<file path="src/sv/kmf_pkg.sv">
`timescale 1ns / 1ps
// ----------------------------------------------------------------------------
// kmf_pkg
// Shared types and constants of the KMAC message formatter: controller
// commands, datapath status, segment phases and register indexes.
// ----------------------------------------------------------------------------
package kmf_pkg;

    localparam int unsigned LANE_BYTES  = 8;
    localparam int unsigned LANE_W      = 8 * LANE_BYTES;
    localparam int unsigned VB_W        = 4;
    localparam int unsigned SEG_CNT_W   = 9;
    localparam int unsigned IDX_W       = 4;
    localparam int unsigned CFG_IDX_W   = 3;
    localparam int unsigned CFG_DATA_W  = 28;
    localparam int unsigned S_TDATA_W   = 8;
    localparam int unsigned S_TUSER_W   = 3;
    localparam int unsigned M_TDATA_W   = 72;
    localparam int unsigned M_TUSER_W   = 2;

    // Sponge rates in bytes for KMAC128 and KMAC256.
    localparam logic [7:0] RATE_WIDE   = 8'((1600 - 128 * 2) / 8);
    localparam logic [7:0] RATE_NARROW = 8'((1600 - 256 * 2) / 8);

    typedef enum logic [1:0] {
        PH_CUSTOM = 2'd0,
        PH_KEY    = 2'd1,
        PH_MSG    = 2'd2
    } kmf_phase_t;

    typedef enum logic [2:0] {
        CFG_RATE_SELECT   = 3'd0,
        CFG_XOF_MODE      = 3'd1,
        CFG_OUT_LEN_BYTES = 3'd2,
        CFG_KEY_LENGTH    = 3'd3,
        CFG_CUSTOM_LENGTH = 3'd4
    } kmf_cfg_idx_t;

    typedef enum logic [2:0] {
        OP_NOP    = 3'd0,
        OP_PUSH   = 3'd1,
        OP_FLUSH  = 3'd2,
        OP_FINISH = 3'd3,
        OP_ERROR  = 3'd4
    } kmf_op_t;

    typedef enum logic [2:0] {
        SRC_IN   = 3'd0,
        SRC_HELD = 3'd1,
        SRC_ZERO = 3'd2,
        SRC_HDR  = 3'd3,
        SRC_RENC = 3'd4
    } kmf_src_t;

    typedef struct packed {
        kmf_op_t            op;
        kmf_src_t           src;
        logic [IDX_W-1:0]   idx;
        logic               final_beat;
        logic               stream_end;
        logic               key_seg;
        logic               clr_count;
        logic               latch;
    } kmf_cmd_t;

    typedef struct packed {
        logic               step_ok;
        logic               data_ok;
        logic               aligned;
        logic [IDX_W-1:0]   hdr_len;
        logic [2:0]         renc_len;
    } kmf_status_t;

endpackage

</file>
<file path="src/sv/kmf_datapath.sv">
`timescale 1ns / 1ps
// ----------------------------------------------------------------------------
// kmf_datapath
// Configuration registers, byte source selection, lane packing, the hold
// stage that marks the last beat of an item, and the output register.
// ----------------------------------------------------------------------------
module kmf_datapath
(
    input  logic                                clk,
    input  logic                                rst_n,
    input  logic                                cfg_we,
    input  logic [kmf_pkg::CFG_IDX_W-1:0]       cfg_index,
    input  logic [kmf_pkg::CFG_DATA_W-1:0]      cfg_wdata,
    input  logic [kmf_pkg::S_TDATA_W-1:0]       s_tdata,
    input  kmf_pkg::kmf_cmd_t                   cmd,
    output kmf_pkg::kmf_status_t                status,
    output logic                                m_tvalid,
    input  logic                                m_tready,
    output logic [kmf_pkg::M_TDATA_W-1:0]       m_tdata,
    output logic                                m_tlast,
    output logic [kmf_pkg::M_TUSER_W-1:0]       m_tuser
);

    localparam logic [7:0] NAME_CODE [0:5] = '{8'h01, 8'h20, 8'h4B, 8'h4D, 8'h41, 8'h43};

    // Header byte: 1, w, then the name code on the customization segment,
    // then left_encode of the declared length in bits.
    function automatic logic [7:0] hdr_byte(input logic key, input logic [7:0] w,
                                            input logic [10:0] db, input logic [1:0] n,
                                            input logic [3:0] idx);
        logic [3:0] base;
        logic [3:0] j;
        logic [3:0] k;
        logic [7:0] b;
        base = key ? 4'd2 : 4'd8;
        j    = idx - base;
        k    = idx - 4'd2;
        priority if (idx == 4'd0)
            b = 8'd1;
        else if (idx == 4'd1)
            b = w;
        else if (!key && idx < 4'd8)
            b = NAME_CODE[k[2:0]];
        else if (j == 4'd0)
            b = {6'd0, n};
        else if (j == 4'd1 && n == 2'd2)
            b = {5'd0, db[10:8]};
        else
            b = db[7:0];
        return b;
    endfunction

    // right_encode byte: value bytes most significant first, then the count.
    function automatic logic [7:0] renc_byte(input logic [30:0] l, input logic [2:0] n,
                                             input logic [2:0] idx);
        logic [2:0]  k;
        logic [31:0] l32;
        logic [7:0]  b;
        k   = n - 3'd1 - idx;
        l32 = {1'b0, l};
        if (idx == n)
            b = {5'd0, n};
        else
            b = l32[{k[1:0], 3'b000} +: 8];
        return b;
    endfunction

    // Configuration registers.
    logic                               rate_sel_reg, rate_sel_next;
    logic                               xof_reg, xof_next;
    logic [27:0]                        out_len_reg, out_len_next;
    logic [7:0]                         key_len_reg, key_len_next;
    logic [6:0]                         cust_len_reg, cust_len_next;

    // Lane packing and hold stage.
    logic [kmf_pkg::LANE_W-1:0]         accum_reg, accum_next;
    logic [2:0]                         fill_reg, fill_next;
    logic [kmf_pkg::SEG_CNT_W-1:0]      sc_reg, sc_next;
    logic [7:0]                         held_reg, held_next;
    logic                               hold_valid_reg, hold_valid_next;
    logic [kmf_pkg::LANE_W-1:0]         hold_lane_reg, hold_lane_next;
    logic [kmf_pkg::VB_W-1:0]           hold_vb_reg, hold_vb_next;

    // Output register.
    logic                               out_valid_reg, out_valid_next;
    logic [kmf_pkg::LANE_W-1:0]         out_lane_reg, out_lane_next;
    logic [kmf_pkg::VB_W-1:0]           out_vb_reg, out_vb_next;
    logic                               out_rl_reg, out_rl_next;
    logic                               out_se_reg, out_se_next;
    logic                               out_err_reg, out_err_next;

    logic                               out_free;
    logic [7:0]                         w;
    logic [7:0]                         decl;
    logic [10:0]                        decl_bits;
    logic [1:0]                         hdr_n;
    logic [kmf_pkg::IDX_W-1:0]          hdr_len;
    logic [kmf_pkg::SEG_CNT_W-1:0]      bound;
    logic [30:0]                        len_bits;
    logic [2:0]                         renc_n;
    logic [7:0]                         push_byte;
    logic [kmf_pkg::LANE_W-1:0]         placed;
    logic [kmf_pkg::LANE_W-1:0]         new_lane;
    logic [kmf_pkg::VB_W-1:0]           new_vb;
    logic                               is_push;
    logic                               produce;

    assign out_free = !out_valid_reg || m_tready;

    // Values derived from the registers and the current segment.
    assign w         = rate_sel_reg ? kmf_pkg::RATE_NARROW : kmf_pkg::RATE_WIDE;
    assign decl      = cmd.key_seg ? key_len_reg : {1'b0, cust_len_reg};
    assign decl_bits = {decl, 3'b000};
    assign hdr_n     = (decl_bits[10:8] != 3'd0) ? 2'd2 : 2'd1;
    assign hdr_len   = (cmd.key_seg ? 4'd3 : 4'd9) + {2'd0, hdr_n};
    assign bound     = {5'd0, hdr_len} + {1'b0, decl};
    assign len_bits  = xof_reg ? 31'd0 : {out_len_reg, 3'b000};

    always_comb
    begin
        priority if (len_bits[30:24] != 7'd0)
            renc_n = 3'd4;
        else if (len_bits[23:16] != 8'd0)
            renc_n = 3'd3;
        else if (len_bits[15:8] != 8'd0)
            renc_n = 3'd2;
        else
            renc_n = 3'd1;
    end

    always_comb
    begin
        status.step_ok  = out_free;
        status.data_ok  = sc_reg < bound;
        status.aligned  = (sc_reg == '0) || (sc_reg == {1'b0, w}) || (sc_reg == {w, 1'b0});
        status.hdr_len  = hdr_len;
        status.renc_len = renc_n + 3'd1;
    end

    always_comb
    begin
        unique case (cmd.src)
            kmf_pkg::SRC_IN:   push_byte = s_tdata;
            kmf_pkg::SRC_HELD: push_byte = held_reg;
            kmf_pkg::SRC_ZERO: push_byte = 8'd0;
            kmf_pkg::SRC_HDR:  push_byte = hdr_byte(cmd.key_seg, w, decl_bits, hdr_n, cmd.idx);
            kmf_pkg::SRC_RENC: push_byte = renc_byte(len_bits, renc_n, cmd.idx[2:0]);
            default:           push_byte = 8'd0;
        endcase
    end

    always_comb
    begin
        placed = accum_reg;
        for (int i = 0; i < kmf_pkg::LANE_BYTES; i++)
        begin
            if (fill_reg == 3'(i))
                placed[8*i +: 8] = push_byte;
        end
    end

    always_comb
    begin
        is_push  = cmd.op == kmf_pkg::OP_PUSH;
        produce  = (is_push && fill_reg == 3'd7)
                   || (cmd.op == kmf_pkg::OP_FLUSH && fill_reg != 3'd0);
        new_lane = is_push ? placed : accum_reg;
        new_vb   = is_push ? 4'(kmf_pkg::LANE_BYTES) : {1'b0, fill_reg};

        rate_sel_next   = rate_sel_reg;
        xof_next        = xof_reg;
        out_len_next    = out_len_reg;
        key_len_next    = key_len_reg;
        cust_len_next   = cust_len_reg;
        accum_next      = accum_reg;
        fill_next       = fill_reg;
        sc_next         = sc_reg;
        held_next       = cmd.latch ? s_tdata : held_reg;
        hold_valid_next = hold_valid_reg;
        hold_lane_next  = hold_lane_reg;
        hold_vb_next    = hold_vb_reg;
        out_lane_next   = out_lane_reg;
        out_vb_next     = out_vb_reg;
        out_rl_next     = out_rl_reg;
        out_se_next     = out_se_reg;
        out_err_next    = out_err_reg;
        out_valid_next  = m_tready ? 1'b0 : out_valid_reg;

        if (cfg_we)
        begin
            unique case (cfg_index)
                kmf_pkg::CFG_RATE_SELECT:   rate_sel_next = cfg_wdata[0];
                kmf_pkg::CFG_XOF_MODE:      xof_next      = cfg_wdata[0];
                kmf_pkg::CFG_OUT_LEN_BYTES: out_len_next  = cfg_wdata;
                kmf_pkg::CFG_KEY_LENGTH:    key_len_next  = cfg_wdata[7:0];
                kmf_pkg::CFG_CUSTOM_LENGTH: cust_len_next = cfg_wdata[6:0];
                default:                    ;
            endcase
        end

        if (is_push)
        begin
            accum_next = placed;
            fill_next  = fill_reg + 3'd1;
            sc_next    = sc_reg + 9'd1;
        end

        if (produce)
        begin
            accum_next = '0;
            fill_next  = 3'd0;
            if (is_push && cmd.final_beat)
            begin
                // Single-byte item: the finished lane is its only beat.
                out_valid_next = 1'b1;
                out_lane_next  = new_lane;
                out_vb_next    = new_vb;
                out_rl_next    = 1'b1;
                out_se_next    = 1'b0;
                out_err_next   = 1'b0;
            end
            else
            begin
                if (hold_valid_reg)
                begin
                    out_valid_next = 1'b1;
                    out_lane_next  = hold_lane_reg;
                    out_vb_next    = hold_vb_reg;
                    out_rl_next    = 1'b0;
                    out_se_next    = 1'b0;
                    out_err_next   = 1'b0;
                end
                hold_valid_next = 1'b1;
                hold_lane_next  = new_lane;
                hold_vb_next    = new_vb;
            end
        end

        if (cmd.op == kmf_pkg::OP_FINISH && hold_valid_reg)
        begin
            out_valid_next  = 1'b1;
            out_lane_next   = hold_lane_reg;
            out_vb_next     = hold_vb_reg;
            out_rl_next     = 1'b1;
            out_se_next     = cmd.stream_end;
            out_err_next    = 1'b0;
            hold_valid_next = 1'b0;
        end

        if (cmd.op == kmf_pkg::OP_ERROR)
        begin
            out_valid_next = 1'b1;
            out_lane_next  = '0;
            out_vb_next    = '0;
            out_rl_next    = 1'b1;
            out_se_next    = 1'b0;
            out_err_next   = 1'b1;
        end

        if (cmd.clr_count)
            sc_next = '0;
    end

    always_ff @(posedge clk or negedge rst_n)
    begin
        if (!rst_n)
        begin
            rate_sel_reg   <= 1'b0;
            xof_reg        <= 1'b0;
            out_len_reg    <= 28'd32;
            key_len_reg    <= 8'd4;
            cust_len_reg   <= 7'd0;
            accum_reg      <= '0;
            fill_reg       <= 3'd0;
            sc_reg         <= '0;
            hold_valid_reg <= 1'b0;
            out_valid_reg  <= 1'b0;
        end
        else
        begin
            rate_sel_reg   <= rate_sel_next;
            xof_reg        <= xof_next;
            out_len_reg    <= out_len_next;
            key_len_reg    <= key_len_next;
            cust_len_reg   <= cust_len_next;
            accum_reg      <= accum_next;
            fill_reg       <= fill_next;
            sc_reg         <= sc_next;
            hold_valid_reg <= hold_valid_next;
            out_valid_reg  <= out_valid_next;
        end
    end

    always_ff @(posedge clk)
    begin
        held_reg      <= held_next;
        hold_lane_reg <= hold_lane_next;
        hold_vb_reg   <= hold_vb_next;
        out_lane_reg  <= out_lane_next;
        out_vb_reg    <= out_vb_next;
        out_rl_reg    <= out_rl_next;
        out_se_reg    <= out_se_next;
        out_err_reg   <= out_err_next;
    end

    assign m_tvalid = out_valid_reg;
    assign m_tdata  = {4'd0, out_vb_reg, out_lane_reg};
    assign m_tlast  = out_rl_reg;
    assign m_tuser  = {out_err_reg, out_se_reg};

    // An error beat is empty and closes its item.
    a_err_beat: assert property (@(posedge clk) disable iff (!rst_n)
        (out_valid_reg && out_err_reg) |-> (out_lane_reg == '0 && out_vb_reg == '0 && out_rl_reg))
        else $error("order error beat carries data");

    // The end of the stream is always the last beat of its item.
    a_end_last: assert property (@(posedge clk) disable iff (!rst_n)
        (out_valid_reg && out_se_reg) |-> out_rl_reg)
        else $error("stream end without run last");

    // Only the final lane of the stream may be partial.
    a_partial: assert property (@(posedge clk) disable iff (!rst_n)
        (out_valid_reg && !out_err_reg && out_vb_reg != 4'(kmf_pkg::LANE_BYTES)) |-> out_se_reg)
        else $error("partial lane before stream end");

    // Finishing an item drains the hold stage.
    a_finish: assert property (@(posedge clk) disable iff (!rst_n)
        (cmd.op == kmf_pkg::OP_FINISH) |=> !hold_valid_reg)
        else $error("hold stage still full after finish");

endmodule

</file>
<file path="src/sv/kmf_ctrl.sv">
`timescale 1ns / 1ps
// ----------------------------------------------------------------------------
// kmf_ctrl
// Sequencer of the formatter: tracks the expected segment and steps through
// header, data, pad, right_encode, flush: one byte per cycle unless stalled.
// ----------------------------------------------------------------------------
module kmf_ctrl
(
    input  logic                                clk,
    input  logic                                rst_n,
    input  logic                                s_tvalid,
    output logic                                s_tready,
    input  logic [kmf_pkg::S_TUSER_W-1:0]       s_tuser,
    input  logic                                s_tlast,
    input  kmf_pkg::kmf_status_t                status,
    output kmf_pkg::kmf_cmd_t                   cmd
);

    typedef enum logic [6:0] {
        ST_IDLE   = 7'b0000001,
        ST_HDR    = 7'b0000010,
        ST_DATA   = 7'b0000100,
        ST_PAD    = 7'b0001000,
        ST_RENC   = 7'b0010000,
        ST_FLUSH  = 7'b0100000,
        ST_FINISH = 7'b1000000
    } state_t;

    state_t                         state_reg, state_next;
    kmf_pkg::kmf_phase_t            phase_reg, phase_next;
    logic                           hdr_sent_reg, hdr_sent_next;
    logic [kmf_pkg::IDX_W-1:0]      idx_reg, idx_next;
    logic                           pres_reg, pres_next;
    logic                           last_reg, last_next;
    logic                           end_reg, end_next;

    logic                           accept;
    logic [1:0]                     in_seg;
    logic                           in_pres;

    assign in_seg   = s_tuser[1:0];
    assign in_pres  = s_tuser[2];
    assign s_tready = (state_reg == ST_IDLE) && status.step_ok;
    assign accept   = s_tvalid && s_tready;

    always_comb
    begin
        state_next    = state_reg;
        phase_next    = phase_reg;
        hdr_sent_next = hdr_sent_reg;
        idx_next      = idx_reg;
        pres_next     = pres_reg;
        last_next     = last_reg;
        end_next      = end_reg;

        cmd            = '0;
        cmd.op         = kmf_pkg::OP_NOP;
        cmd.src        = kmf_pkg::SRC_ZERO;
        cmd.idx        = idx_reg;
        cmd.key_seg    = phase_reg == kmf_pkg::PH_KEY;
        cmd.stream_end = end_reg;

        unique case (state_reg)
            ST_IDLE:
            begin
                if (accept)
                begin
                    if (in_seg != phase_reg)
                        cmd.op = kmf_pkg::OP_ERROR;
                    else if (phase_reg == kmf_pkg::PH_MSG)
                    begin
                        // Message bytes are packed in the cycle they arrive.
                        if (in_pres)
                        begin
                            cmd.op         = kmf_pkg::OP_PUSH;
                            cmd.src        = kmf_pkg::SRC_IN;
                            cmd.final_beat = !s_tlast;
                        end
                        if (s_tlast)
                        begin
                            idx_next   = '0;
                            state_next = ST_RENC;
                        end
                    end
                    else
                    begin
                        cmd.latch  = 1'b1;
                        pres_next  = in_pres;
                        last_next  = s_tlast;
                        idx_next   = '0;
                        state_next = hdr_sent_reg ? ST_DATA : ST_HDR;
                    end
                end
            end

            ST_HDR:
            begin
                if (status.step_ok)
                begin
                    cmd.op  = kmf_pkg::OP_PUSH;
                    cmd.src = kmf_pkg::SRC_HDR;
                    if (idx_reg == status.hdr_len - 4'd1)
                    begin
                        hdr_sent_next = 1'b1;
                        state_next    = ST_DATA;
                    end
                    else
                        idx_next = idx_reg + 4'd1;
                end
            end

            ST_DATA:
            begin
                if (status.step_ok)
                begin
                    // Bytes beyond the declared length are dropped.
                    if (pres_reg && status.data_ok)
                    begin
                        cmd.op  = kmf_pkg::OP_PUSH;
                        cmd.src = kmf_pkg::SRC_HELD;
                    end
                    state_next = last_reg ? ST_PAD : ST_FINISH;
                end
            end

            ST_PAD:
            begin
                if (status.step_ok)
                begin
                    if (!status.aligned)
                        cmd.op = kmf_pkg::OP_PUSH;
                    else
                    begin
                        cmd.clr_count = 1'b1;
                        hdr_sent_next = 1'b0;
                        phase_next    = (phase_reg == kmf_pkg::PH_CUSTOM)
                                        ? kmf_pkg::PH_KEY : kmf_pkg::PH_MSG;
                        state_next    = ST_FINISH;
                    end
                end
            end

            ST_RENC:
            begin
                if (status.step_ok)
                begin
                    cmd.op  = kmf_pkg::OP_PUSH;
                    cmd.src = kmf_pkg::SRC_RENC;
                    if (idx_reg == {1'b0, status.renc_len} - 4'd1)
                        state_next = ST_FLUSH;
                    else
                        idx_next = idx_reg + 4'd1;
                end
            end

            ST_FLUSH:
            begin
                if (status.step_ok)
                begin
                    cmd.op        = kmf_pkg::OP_FLUSH;
                    cmd.clr_count = 1'b1;
                    phase_next    = kmf_pkg::PH_CUSTOM;
                    hdr_sent_next = 1'b0;
                    end_next      = 1'b1;
                    state_next    = ST_FINISH;
                end
            end

            ST_FINISH:
            begin
                if (status.step_ok)
                begin
                    cmd.op     = kmf_pkg::OP_FINISH;
                    end_next   = 1'b0;
                    state_next = ST_IDLE;
                end
            end

            default:
                state_next = ST_IDLE;
        endcase
    end

    always_ff @(posedge clk or negedge rst_n)
    begin
        if (!rst_n)
        begin
            state_reg    <= ST_IDLE;
            phase_reg    <= kmf_pkg::PH_CUSTOM;
            hdr_sent_reg <= 1'b0;
            idx_reg      <= '0;
            pres_reg     <= 1'b0;
            last_reg     <= 1'b0;
            end_reg      <= 1'b0;
        end
        else
        begin
            state_reg    <= state_next;
            phase_reg    <= phase_next;
            hdr_sent_reg <= hdr_sent_next;
            idx_reg      <= idx_next;
            pres_reg     <= pres_next;
            last_reg     <= last_next;
            end_reg      <= end_next;
        end
    end

endmodule

</file>
<file path="src/sv/kmac_message_formatter.sv">
`timescale 1ns / 1ps
// ----------------------------------------------------------------------------
// kmac_message_formatter
// Builds the KMAC absorb stream (bytepad'ed customization and key, message,
// right_encode of the output length) packed into 64-bit lanes.
// ----------------------------------------------------------------------------
// Usage:
// The input stream carries one byte per beat: customization bytes, then key
// bytes, then message bytes, each segment closed by tlast. tuser gives the
// segment and a present flag; a beat with present low carries no byte but
// still opens or closes its segment. A beat for a segment other than the
// expected one is dropped and answered by one empty beat with order_error.
// The output stream carries little-endian lanes with a byte count; tlast
// marks the last lane caused by an input beat and tuser flags the final lane
// of the whole stream.
// Throughput: a message byte other than the last is taken every cycle and its
// lane appears in the cycle after the beat that completes it. The first beat
// of the customization or key segment packs its header bytes (4 to 11); each
// such beat then passes the data and finish steps before the next is taken,
// and the beat closing the segment also pads with zero bytes up to the rate.
// The last message beat is followed by its right_encode bytes (2 to 5), a
// flush of the partial lane and the finish step. The byte-wide packing unit
// writes one byte per cycle. When the receiver stalls, the output register
// holds its beat and no new byte is packed or accepted until it is taken.
// Reset restores the register defaults (KMAC128, length 32 bytes, key length
// 4, customization length 0), empties all lanes and expects customization.
// ----------------------------------------------------------------------------
module kmac_message_formatter
(
    input  logic                                clk,
    input  logic                                rst_n,
    input  logic                                cfg_we,
    input  logic [kmf_pkg::CFG_IDX_W-1:0]       cfg_index,
    input  logic [kmf_pkg::CFG_DATA_W-1:0]      cfg_wdata,
    input  logic                                s_tvalid,
    output logic                                s_tready,
    input  logic [kmf_pkg::S_TDATA_W-1:0]       s_tdata,   // [7:0] data_byte
    input  logic [kmf_pkg::S_TUSER_W-1:0]       s_tuser,   // [1:0] segment, [2] present
    input  logic                                s_tlast,   // seg_last
    output logic                                m_tvalid,
    input  logic                                m_tready,
    output logic [kmf_pkg::M_TDATA_W-1:0]       m_tdata,   // [63:0] lane, [67:64] valid_bytes
    output logic                                m_tlast,   // run_last
    output logic [kmf_pkg::M_TUSER_W-1:0]       m_tuser    // [0] stream_end, [1] order_error
);

    kmf_pkg::kmf_cmd_t      cmd;
    kmf_pkg::kmf_status_t   status;

    // The controller decides which byte is packed each cycle; the datapath
    // reports whether the output side can take a step.
    kmf_ctrl u_ctrl
    (
        .clk      (clk),
        .rst_n    (rst_n),
        .s_tvalid (s_tvalid),
        .s_tready (s_tready),
        .s_tuser  (s_tuser),
        .s_tlast  (s_tlast),
        .status   (status),
        .cmd      (cmd)
    );

    kmf_datapath u_datapath
    (
        .clk       (clk),
        .rst_n     (rst_n),
        .cfg_we    (cfg_we),
        .cfg_index (cfg_index),
        .cfg_wdata (cfg_wdata),
        .s_tdata   (s_tdata),
        .cmd       (cmd),
        .status    (status),
        .m_tvalid  (m_tvalid),
        .m_tready  (m_tready),
        .m_tdata   (m_tdata),
        .m_tlast   (m_tlast),
        .m_tuser   (m_tuser)
    );

endmodule
</file>
<file path="config.mk">
export PLATFORM = sky130hd
export DESIGN_NAME = kmac_message_formatter
export DESIGN_NICKNAME = d
export VERILOG_FILES = /design/src/sv/kmf_pkg.sv /design/src/sv/kmf_datapath.sv /design/src/sv/kmf_ctrl.sv /design/src/sv/kmac_message_formatter.sv
export SDC_FILE = /design/constraint.sdc
export NUM_CORES = 1
export LEC_CHECK = 0
export BUFFER_PORTS_ARGS = -buffer_cell sky130_fd_sc_hd__clkbuf_2
export CAP_MARGIN = 20
export CORE_UTILIZATION = 50
export DETAILED_ROUTE_END_ITERATION = 10
export GPL_ROUTABILITY_DRIVEN = 0
export GPL_TIMING_DRIVEN = 1
export MAX_ROUTING_LAYER = met4
export PLACE_DENSITY = 0.79
export SETUP_SLACK_MARGIN = 0.15
export SLEW_MARGIN = 10
export SYNTH_ARGS = -nofsm -noshare
export SYNTH_HDL_FRONTEND = slang
export SYNTH_SLANG_ARGS = --single-unit
</file>
<file path="constraint.sdc">
create_clock -name clk -period 15.7 [get_ports clk]
set_clock_uncertainty 0.1 [all_clocks]
set_input_delay 3.14 -clock clk [delete_from_list [all_inputs] [get_ports clk]]
set_output_delay 3.14 -clock clk [all_outputs]
set_load 0.02 [all_outputs]
</file>
==> impl_metrics.ini <==
[setup_path]
crit_slowest_cell = nor2b_1
critPathMostFrequentCell = clkbuf_2
cp_num_buf_inv = 2
crit_chain = clkbuf_2, nor2b_1, nor2_1, clkbuf_2
critPathKind = primary input to output port
critPathMaxFanout = 8
critPathTopFamily = simple AND/OR/NAND/NOR gates
crit_required_ps = 12460
crit_arrival_ps = 4010
cp-start-kind = primary input
critPathMaxStageDelay_ps = 530
cp-end-kind = output port

[power]
comb_power_share_pct = 38.5
swShare_pct = 39.4
p_leak_nw = 6.92
power.share.sequential_pct = 38.1
p_switching_mw = 1.20
power.density_nw_per_um2 = 182
intPower_mw = 1.85
clockPowerShare_pct = 23.4
ir_drop_mv = 0.100
finalPower_mw = 3.05

[clock_network]
clockRootBuffer = clkbuf_16
clock_path_buffers = 3
cts_tree = yes
cts.sinks = 287
holdBufCountCts = 0
cts_buffers = 31
clk_pin_slew_ps = 50
clock_latency_ps = 570
cts.repair.resized = 0
post_cts_buffers = 0
h-tree-depth = 1

[detailed_routing]
drt_iter0_drc = 1365
drc_errors = 0
wl_per_cell_um = 20.7
finalWirelength_um = 40800
antenna_left = 0
viasPerCell = 6.36
first_pass_iters = 5
vias = 12500

[synthesis]
ys_ff_latch = 287
synthFlopType = dfrtp_1
ys_warn_count = 0
syn_avg_cell_area_um2 = 10.0
synthArstFlopShare_pct = 48.8
ys_seq_area_share_pct = 48.2
syn-cell-area_um2 = 15000
syn_inst = 1496
synth_enable_flop_cells = 76
ys_types = 94

[timing]
fin_ws_ps = 8450
worstMarginPinSlew_ps = 1050
rsz0062_at_grt = false
fmax_mhz = 138
slew_violations = 0
fin_crit_ps = 7250
post-route-period-util_pct = 46.2
finalSetupViolCount = 0
setup_tns_ps = 0
relSlewSlack_pct = 27.9
final-hold-violation-count = 0

[die]
rows = 62
die_x_um = 175
pin_count = 125
dieArea_um2 = 30600
core-area_um2 = 29100
die_h_um = 175
initial_utilization_pct = 51.4

[layout]
fill_cells = 2424
fin_area_um2 = 16700
drive_above_1_share_pct = 19.2
layout_commonest_cell = nand2_1
diodes = 0
syn2layout_area_growth_pct = 11.8
nNetsFinal = 1639
layout_common_cells = nand2_1 (147), dfrtp_1 (137), clkbuf_2 (119)

[place]
post-place-ws_ps = 8340
place_area_um2 = 15700
io_buffers = 120
hpwlAfterDp_um = 27500

[global_route]
grt_pass1_vias = 11700
grtUsageMet2_pct = 42.4
gr-usage-met1_pct = 36.2
gr-max-usage-layer = met2
grtUsageTotal_pct = 27.3
gr-usage-met3_pct = 4.09
antenna_found_initial = 0
grt_max_degree = 86
grt_pass1_wl_um = 64600
gr-total-overflow = 0

[min_path]
hold_class = register to register

[job]
drv_cap = 0

[run_status]
status = complete, no violations
[synth_stat cells (all sizes together), types with 12 or more instances]
cell	count	area, um^2
a21oi	85	440
clkbuf	52	195
or2	15	93.8
o22ai	19	125
nor2	101	389
buf	62	349
nor2b	12	75.1
nand2b	23	144
nand3	38	195
a211o	23	201
a221oi	14	129
o21a	19	143
and3	15	93.8
nor3	74	375
mux2i	13	130
dfxtp	71	1420
and2	58	363
ha	31	388
xor2	15	131
edfxtp	76	2280
nand2	150	568
o21ai	45	225
a311oi	40	363
inv	22	82.6
mux2	53	597
o211ai	27	203
dfrtp	137	3430
nand4	25	169
a211oi	21	205
or3	13	81.3
[stage by stage]
step	cells	util [%]	hold WS, ps
2_1_floorplan	1499	-	328
3_5_place_dp	1910	54.0	353
6_report	1969	57.5	360
3_3_place_gp	1910	54.0	342
5_1_grt	1969	57.5	386
4_1_cts	1968	57.5	367
[metal layers]
| layer | routed length [um] | part of all wire [%] |
|---|---|---|
| met1 | 16800 | 41 |
| met3 | 3520 | 8.6 |
| met4 | 1740 | 4.3 |
| met5 | 0 | 0 |
| met2 | 18700 | 46 |
[worst register-to-register path, stage by stage, from the launching register on]
cell and delay [ps]:
dfrtp_1 450, nand2b_1 640, mux2i_1 550, ha_1 300, ha_1 230, o21a_1 150, nor3_1 50, a21oi_1 230
and3b_1 230, nand4_1 150, ha_1 370, nand4_1 150, o41a_1 520, a21o_1 300, nor4_4 680, nor2_2 120
nor2_4 810, buf_4 620
[kinds of logic (layout without fill, tap and decap cells)]
family                   after synthesis  in the layout  share of synthesized area [%]
XOR/XNOR                              26             26                           1.52
other                                  1              4                         0.0251
AO/OA/AOI/OAI                        384            384                           19.0
flip-flops                           287            287                           48.2
adder cells (fa/ha/maj)               31             31                           2.59
buffers and inverters                136            222                           4.19
multiplexers                          66             66                           4.86
AND/OR/NAND/NOR                      565            565                           19.6
[layout make-up]
| type | count | area [um^2] | share of cell area (%) |
|---|---|---|---|
| clock buffer | 47 | 896 | 5.35 |
| sequential | 287 | 7210 | 43.1 |
| timing repair buffer | 142 | 777 | 4.64 |
| clock inverter | 11 | 108 | 0.643 |
| multi-input combinational | 1076 | 7180 | 42.9 |
| inverter | 22 | 82.6 | 0.493 |
| tap | 384 | 480 | 2.87 |
[worst paths after layout]
kind,start,to,slack (ps),cells past startpoint
worst max-delay path,m_tready,s_tready,8450,4
worst min-delay path,u_datapath.out_err_reg,u_datapath.out_err_reg,360,1
worst max register to register,u_ctrl.phase_reg[1],u_datapath.hold_lane_reg[50],8670,17
worst min register to register,u_datapath.out_err_reg,u_datapath.out_err_reg,360,1
max in group asynchronous,rst_n,u_datapath.sc_reg[6],11410,3
min in group asynchronous,rst_n,u_datapath.cust_len_reg[6],2400,1
[power groups by stage]
stage	clock network (mW)	logic, mW	registers, mW
after floorplan	0	0.809	1.19
after global placement	0	1.11	1.16
after detailed placement	0	1.15	1.17
after CTS	0.720	1.16	1.16
after global routing	0.754	1.28	1.18
final	0.713	1.17	1.16
Power figures use the tool's default switching activity.
